**src/tkst_pkg.sv**
```systemverilog
// Package for the top-k score table: entry type, request codes and cell operations.
// It depends on nothing; the cells and the top level use it.
package tkst_pkg;

   typedef struct packed {
      logic [15:0] score;
      logic [31:0] name;
   } entry_type;

   typedef enum logic [1:0] {
      REQ_LOAD  = 2'd0,
      REQ_OFFER = 2'd1,
      REQ_SHOW  = 2'd2
   } req_code_type;

   typedef enum logic [1:0] {
      CELL_HOLD,
      CELL_INSERT,
      CELL_ROTATE
   } cell_op_type;

endpackage

```
**src/tkst_cell.sv**
```systemverilog
// One cell of the sorted chain: it holds one entry and either keeps it, takes part
// in an ordered insertion, or rotates toward the head. It depends on tkst_pkg.
module tkst_cell (
   input  logic                  clock,
   input  tkst_pkg::cell_op_type op,
   input  tkst_pkg::entry_type   new_entry,
   input  tkst_pkg::entry_type   up_entry,
   input  logic                  up_ge,
   input  tkst_pkg::entry_type   dn_entry,
   input  logic                  occupied,
   output tkst_pkg::entry_type   entry,
   output logic                  ge
);

   tkst_pkg::entry_type entry_ff;
   tkst_pkg::entry_type entry_in;

   assign ge    = occupied && (entry_ff.score >= new_entry.score);
   assign entry = entry_ff;

   always_comb begin
      unique case (op)
         tkst_pkg::CELL_INSERT: begin
            if (ge) begin
               entry_in = entry_ff;
            end else if (up_ge) begin
               entry_in = new_entry;
            end else begin
               entry_in = up_entry;
            end
         end
         tkst_pkg::CELL_ROTATE: begin
            entry_in = dn_entry;
         end
         default: begin
            entry_in = entry_ff;
         end
      endcase
   end

   always_ff @(posedge clock) begin
      entry_ff <= entry_in;
   end

endmodule

```
**src/top_k_score_table_with_ranks_unit.sv**
```systemverilog
// Top-k score table: a chain of tkst_cell instances kept in descending score order.
// The first word of a run is registered out of ST_EMIT, which follows ST_UPDATE; after it
// comes one word per cycle. busy stays high through ST_UPDATE and ST_EMIT, so a new request
// is taken only once the control is back in idle. ST_EMIT rotates the whole chain once past
// the head cell, and the receiver cannot stall the run.
// Synchronous active-high reset empties the table and returns the control to idle.
module top_k_score_table_with_ranks_unit #(
   parameter int TABLE_DEPTH = 16
) (
   input  logic        clock,
   input  logic        reset,
   input  logic        start,
   output logic        busy,
   input  logic [1:0]  req_type,
   input  logic [15:0] req_score,
   input  logic [31:0] req_name_tag,
   output logic        rsp_strobe,
   output logic        rsp_entry_valid,
   output logic [5:0]  rsp_position,
   output logic [6:0]  rsp_rank,
   output logic [15:0] rsp_entry_score,
   output logic [31:0] rsp_entry_name,
   output logic        rsp_accepted,
   output logic        rsp_last
);

   localparam int CNT_W = $clog2(TABLE_DEPTH + 1);

   typedef enum logic [1:0] {
      ST_IDLE,
      ST_UPDATE,
      ST_EMIT
   } state_type;

   state_type           state_ff, state_in;
   logic [1:0]          req_type_ff, req_type_in;
   tkst_pkg::entry_type req_entry_ff, req_entry_in;
   logic [CNT_W-1:0]    count_ff, count_in;
   logic [CNT_W-1:0]    idx_ff, idx_in;
   logic                acc_ff, acc_in;
   logic [15:0]         prev_score_ff, prev_score_in;
   logic [6:0]          rank_ff, rank_in;
   logic                strobe_ff, strobe_in;
   logic                valid_ff, valid_in;
   logic [5:0]          pos_ff, pos_in;
   logic [15:0]         oscore_ff, oscore_in;
   logic [31:0]         oname_ff, oname_in;
   logic                last_ff, last_in;

   tkst_pkg::cell_op_type op;
   tkst_pkg::entry_type   entries [TABLE_DEPTH];
   logic [TABLE_DEPTH-1:0] ge_vec;
   logic [TABLE_DEPTH-1:0] occ_vec;
   logic                   lower;

   genvar g;
   generate
      for (g = 0; g < TABLE_DEPTH; g++) begin : g_cell
         assign occ_vec[g] = (CNT_W'(g) < count_ff);
         if (g == 0) begin : g_head
            tkst_cell u_cell (
               .clock     (clock),
               .op        (op),
               .new_entry (req_entry_ff),
               .up_entry  (req_entry_ff),
               .up_ge     (1'b1),
               .dn_entry  (entries[(g + 1) % TABLE_DEPTH]),
               .occupied  (occ_vec[g]),
               .entry     (entries[g]),
               .ge        (ge_vec[g])
            );
         end else begin : g_body
            tkst_cell u_cell (
               .clock     (clock),
               .op        (op),
               .new_entry (req_entry_ff),
               .up_entry  (entries[g - 1]),
               .up_ge     (ge_vec[g - 1]),
               .dn_entry  (entries[(g + 1) % TABLE_DEPTH]),
               .occupied  (occ_vec[g]),
               .entry     (entries[g]),
               .ge        (ge_vec[g])
            );
         end
      end
   endgenerate

   assign lower = |(occ_vec & ~ge_vec);
   assign busy  = (state_ff != ST_IDLE);

   always_comb begin
      state_in      = state_ff;
      req_type_in   = req_type_ff;
      req_entry_in  = req_entry_ff;
      count_in      = count_ff;
      idx_in        = idx_ff;
      acc_in        = acc_ff;
      prev_score_in = prev_score_ff;
      rank_in       = rank_ff;
      strobe_in     = 1'b0;
      valid_in      = valid_ff;
      pos_in        = pos_ff;
      oscore_in     = oscore_ff;
      oname_in      = oname_ff;
      last_in       = last_ff;
      op            = tkst_pkg::CELL_HOLD;
      unique case (state_ff)
         ST_IDLE: begin
            if (start) begin
               req_type_in        = req_type;
               req_entry_in.score = req_score;
               req_entry_in.name  = req_name_tag;
               state_in           = ST_UPDATE;
            end
         end
         ST_UPDATE: begin
            acc_in   = 1'b0;
            idx_in   = '0;
            state_in = ST_EMIT;
            case (req_type_ff)
               tkst_pkg::REQ_LOAD: begin
                  if (count_ff < CNT_W'(TABLE_DEPTH)) begin
                     op       = tkst_pkg::CELL_INSERT;
                     count_in = count_ff + CNT_W'(1);
                     acc_in   = 1'b1;
                  end
               end
               tkst_pkg::REQ_OFFER: begin
                  if (lower) begin
                     op     = tkst_pkg::CELL_INSERT;
                     acc_in = 1'b1;
                  end
               end
               default: begin
                  op = tkst_pkg::CELL_HOLD;
               end
            endcase
         end
         ST_EMIT: begin
            op            = tkst_pkg::CELL_ROTATE;
            idx_in        = idx_ff + CNT_W'(1);
            prev_score_in = entries[0].score;
            if (idx_ff == '0 || entries[0].score != prev_score_ff) begin
               rank_in = 7'(idx_ff) + 7'd1;
            end
            strobe_in = (idx_ff < count_ff) || (count_ff == '0 && idx_ff == '0);
            valid_in  = (count_ff != '0);
            last_in   = (count_ff == '0) || (idx_ff == count_ff - CNT_W'(1));
            if (count_ff == '0) begin
               pos_in    = '0;
               rank_in   = '0;
               oscore_in = '0;
               oname_in  = '0;
            end else begin
               pos_in    = 6'(idx_ff);
               oscore_in = entries[0].score;
               oname_in  = entries[0].name;
            end
            if (idx_ff == CNT_W'(TABLE_DEPTH - 1)) begin
               state_in = ST_IDLE;
            end
         end
         default: begin
            state_in = ST_IDLE;
         end
      endcase
   end

   always_ff @(posedge clock) begin
      if (reset) begin
         state_ff  <= ST_IDLE;
         count_ff  <= '0;
         strobe_ff <= 1'b0;
         idx_ff    <= '0;
      end else begin
         state_ff  <= state_in;
         count_ff  <= count_in;
         strobe_ff <= strobe_in;
         idx_ff    <= idx_in;
      end
      req_type_ff   <= req_type_in;
      req_entry_ff  <= req_entry_in;
      acc_ff        <= acc_in;
      prev_score_ff <= prev_score_in;
      rank_ff       <= rank_in;
      valid_ff      <= valid_in;
      pos_ff        <= pos_in;
      oscore_ff     <= oscore_in;
      oname_ff      <= oname_in;
      last_ff       <= last_in;
   end

   assign rsp_strobe      = strobe_ff;
   assign rsp_entry_valid = valid_ff;
   assign rsp_position    = pos_ff;
   assign rsp_rank        = rank_ff;
   assign rsp_entry_score = oscore_ff;
   assign rsp_entry_name  = oname_ff;
   assign rsp_accepted    = acc_ff;
   assign rsp_last        = last_ff;

endmodule

```
**config.mk**
```make
export PLATFORM = sky130hd
export DESIGN_NAME = top_k_score_table_with_ranks_unit
export DESIGN_NICKNAME = d
export VERILOG_FILES = /design/src/tkst_pkg.sv /design/src/tkst_cell.sv /design/src/top_k_score_table_with_ranks_unit.sv
export SDC_FILE = /design/constraint.sdc
export NUM_CORES = 2
export LEC_CHECK = 0
export BUFFER_PORTS_ARGS = -buffer_cell sky130_fd_sc_hd__buf_2
export CORE_MARGIN = 2
export CORE_UTILIZATION = 30
export DETAILED_ROUTE_END_ITERATION = 10
export GPL_ROUTABILITY_DRIVEN = 0
export HOLD_SLACK_MARGIN = 0.12
export PLACE_DENSITY = 0.44
export REMOVE_ABC_BUFFERS = 1
export SYNTH_ARGS = -nofsm -noshare
export SYNTH_HDL_FRONTEND = slang
export SYNTH_HIERARCHICAL = 1
export SYNTH_SLANG_ARGS = --single-unit
```
**constraint.sdc**
```tcl
create_clock -name clock -period 8.15 [get_ports clock]
set_clock_uncertainty 0.15 [all_clocks]
set_input_delay 0.815 -clock clock [delete_from_list [all_inputs] [get_ports clock]]
set_output_delay 0.815 -clock clock [all_outputs]
set_load 0.01 [all_outputs]
```
==> impl_summary.log <==
[metrics] unrepaired setup endpoints after global routing: false
[metrics] aggregate routed wire length: 178 mm
[metrics] commonest non-fill, non-tap cells in the layout: 896 x sky130_fd_sc_hd__edfxtp_1, 832 x sky130_fd_sc_hd__nand2_1, 789 x sky130_fd_sc_hd__o21ai_1
[metrics] synthesis-to-layout area growth: 13.7%
[metrics] hold_ws: 196 ps
[metrics] Total Die Area: 176000 um^2
[metrics] root buf cell: sky130_fd_sc_hd__clkbuf_16
[metrics] floorplan row count: 152
[metrics] Routed wire per std cell: 24.7 um
[metrics] worst ir drop on vdd: 0.186 mV
[metrics] Critical-path top delay cell: sky130_fd_sc_hd__o21bai_4
[metrics] total buffers and inverters traversed by the critical path: 3
[metrics] final setup TNS: 0 ps
[metrics] Critical Path RT: 8400 ps
[metrics] I/O Buffers: 116
[metrics] Seq. cell area: 27200 um^2
[metrics] Initial Util: 0.302
[metrics] post-synthesis cell type count: 64
[metrics] crit path time final: 6610 ps
[metrics] final setup violation count: 0
[metrics] CTS clk-pin slew, worst paths: 70 ps
[metrics] non-filler cells in the finished layout: 7177
[metrics] overall overflow remaining after global route: 0
[metrics] antenna violations before repair: 4
[metrics] worst endpoint data arrival time: 6860 ps
[metrics] run status: completed
[metrics] Top-Level Pins: 119
[metrics] Syn Inst Count: 4682
[metrics] largest delay contributor family on the critical path: compound AO/OA/AOI/OAI gates
[metrics] critical path peak fanout: 22
[metrics] cells resized by post-CTS repair: 0
[metrics] number of pins exceeding their max-slew limit in the final report: 0
[metrics] most used flip-flop cell after synthesis: sky130_fd_sc_hd__edfxtp_1
[metrics] worst-path cell chain: buf_4, inv_1, ha_1, and4_1, a21oi_1, o21ai_0, o41a_2, maj3_1, nand2_1, a222oi_1, a21oi_4, nand2b_1, o21bai_4, buf_4
[metrics] worst slew margin relative to its limit: 0.0870
[metrics] class of the tightest hold or removal check: input pin to flip-flop
[metrics] fraction of layout cells with a size suffix above 1: 0.0956
[metrics] Worst Path Class, Setup: flip-flop to flip-flop
[metrics] kind of launch point of the worst setup path: flip-flop
[metrics] core region area: 172000 um^2
[metrics] max capacitance violation total: 0
[metrics] number of enable flip-flop cells after synthesis: 896
[metrics] total of flip-flops plus latches after synthesis: 909
[metrics] height of the die: 420 um
[metrics] share of the yosys chip area belonging to registers: 0.524
[metrics] Detailed Routing Iterations Pass 1: 6
[metrics] proportion of register bits with asynchronous set or reset after synthesis: 0
[metrics] largest stage delay on the critical path: 1080 ps
[metrics] total routing usage reported by global routing: 0.198
[metrics] Cell Pwr Density: 278 nW/um^2
[metrics] Nets: 5103
[metrics] clock sink count: 909
[metrics] H-Tree Depth: 3
[metrics] Setup crit end kind: flip-flop
[metrics] clock latency at the later pin of the worst-skew pair: 750 ps
[metrics] number of buffers inserted by post-CTS setup repair: 0
[metrics] area of the multi-input gates: 22400 um^2
[metrics] number of routed nets with antenna violations: 0
[metrics] half-perimeter wire length after detailed placement: 115 mm
[metrics] Num CTS Buffers: 107
[metrics] synthesized area: 51800 um^2
[metrics] most prevalent standard cell on the critical path: sky130_fd_sc_hd__buf_4
[metrics] first-pass GRT wire length: 256 mm
[metrics] number of cells after detailed placement: 6930
[metrics] number of fill cells in the layout: 17500
[metrics] leakage power summed over all cells: 0.0194 uW
[metrics] max frequency: 151 MHz
[metrics] utilization of the core after routing: 0.343
[metrics] synthesized area per cell: 11.1 um^2
[metrics] per-cell via count in the routed design: 5.08
[metrics] TritonCTS clock tree: done
[metrics] slew at the pin closest to its max-slew limit: 1370 ps
[metrics] maximum count of clock buffers along a single path: 3
[metrics] hold violation count in the final report: 0
[metrics] count of vias placed by the detailed router: 36400
[metrics] vias in the first global route: 36100
[metrics] remaining routing DRC violations: 0
[metrics] fraction of the cycle the final worst path needs: 0.811
[metrics] YS warnings: 6
[metrics] leading cell type in the layout, fill and taps excluded: sky130_fd_sc_hd__edfxtp_1
[metrics] drt initial violations: 2870
[metrics] Die X-Extent: 420 um
[metrics] largest net degree at the start of global routing: 97
## Yosys cell counts, drive strengths merged, types with 2 or more instances
cell | instances | area share
edfxtp | 896 | 0.52
nand2 | 835 | 0.060
o21ai | 832 | 0.080
mux2i | 770 | 0.15
inv | 287 | 0.021
ha | 273 | 0.066
buf | 150 | 0.017
clkbuf | 140 | 0.010
a21oi | 77 | 0.0074
and2 | 56 | 0.0068
nand3 | 34 | 0.0033
nand4 | 34 | 0.0041
nand2b | 33 | 0.0063
nor2 | 32 | 0.0025
a2111oi | 29 | 0.011
and4 | 26 | 0.0044
xnor2 | 23 | 0.0039
a21o | 20 | 0.0029
nor2b | 19 | 0.0023
a31oi | 13 | 0.0016
dfxtp | 13 | 0.0050
nor3 | 13 | 0.0015
o21bai | 13 | 0.0028
o41a | 13 | 0.0028
nor3b | 7 | 0.0010
o21a | 6 | 0.00094
a211oi | 4 | 0.00068
nor4 | 4 | 0.00097
o2111ai | 3 | 0.00051
o211ai | 3 | 0.00043
xor2 | 3 | 0.00065
a41oi | 2 | 0.00034
clkinv | 2 | 0.00014
conb | 2 | 0.00014
o22a | 2 | 0.00034
## worst reg2reg max path: cells and delay by family (launching register included)
family                     cells  cell delay [ps]
buffers and inverters          3              960
and+or+nand+nor                3              520
AOI/OAI and AO/OA              6             2870
adders and majority gates      2              760
DFF                            1              990
## final cells by class
type,count,area share
sequential,909,0.461
inverter,289,0.0185
multi-input combinational,3195,0.381
timing repair buffer,275,0.0343
clock buffer,140,0.0481
antenna,1,0.0000425
tap,2310,0.0491
clock inverter,58,0.00799
## state kept, by name, summed over array words and instances, names as in the netlist, 6 cells and up
signal                      count
rsp_rank                        6
g_cell.g_head.u_cell/entry     48
prev_score_ff                  16
g_cell.g_body.u_cell/entry    720
req_entry_ff                   48
rsp_entry_score                16
rsp_entry_name                 32
## per-stage QoR
stage / cell area [um^2] / setup slack (ps) / total power [uW]
3_3_place_gp: 55100 / 1670 / 11700
4_1_cts: 58900 / 1540 / 16500
5_1_grt: 58900 / 1260 / 17200
6_report: 58900 / 1540 / 16400
3_5_place_dp: 55100 / 1600 / 11700
2_1_floorplan: 50400 / -1880 / 9910
## worst paths after layout
| check | to | slack (ps) | from | depth (start not counted) |
|---|---|---|---|---|
| setup / recovery | g_cell[13].g_body.u_cell/entry[9] | 1540 | req_entry_ff[47] | 14 |
| hold / removal | req_entry_ff[47] | 200 | req_score[15] | 1 |
| setup reg to reg | g_cell[13].g_body.u_cell/entry[9] | 1540 | req_entry_ff[47] | 14 |
| hold reg to reg | g_cell[14].g_body.u_cell/entry[23] | 380 | g_cell[15].g_body.u_cell/entry[23] | 2 |
## kinds of logic after synthesis
kind of cell	share of synthesized area
AO/OA/AOI/OAI	0.113
adder cells (fa/ha/maj)	0.0661
other	0.000145
XOR/XNOR	0.00454
flip-flops	0.524
multiplexers	0.149
AND/OR/NAND/NOR	0.0947
buffers and inverters	0.0481
## metal layers
metal / routed length, um / up-vias / GRT usage
li1: - / 17200 / -
met4: 3990 / 4 / 0.0465
met1: 84900 / 18200 / 0.283
met5: 32 / - / 0
met3: 7700 / 189 / 0.0248
met2: 81000 / 840 / 0.319
## what timing repair did
item / 4_1_cts / 5_1_grt
endpoints found under the hold margin: 47 / 1
hold buffers: 47 / 1
setup endpoints to repair: 0 / 0
## power by group
group / leakage [uW] / switching (uW) / internal, uW / total, uW
Clock: 0.00161 / 2090 / 2600 / 4700
Sequential: 0.00832 / 807 / 6590 / 7400
Combinational: 0.00945 / 2830 / 1440 / 4270
Total: 0.0194 / 5730 / 10600 / 16400
No activity file was read; power rests on OpenSTA's default activity.
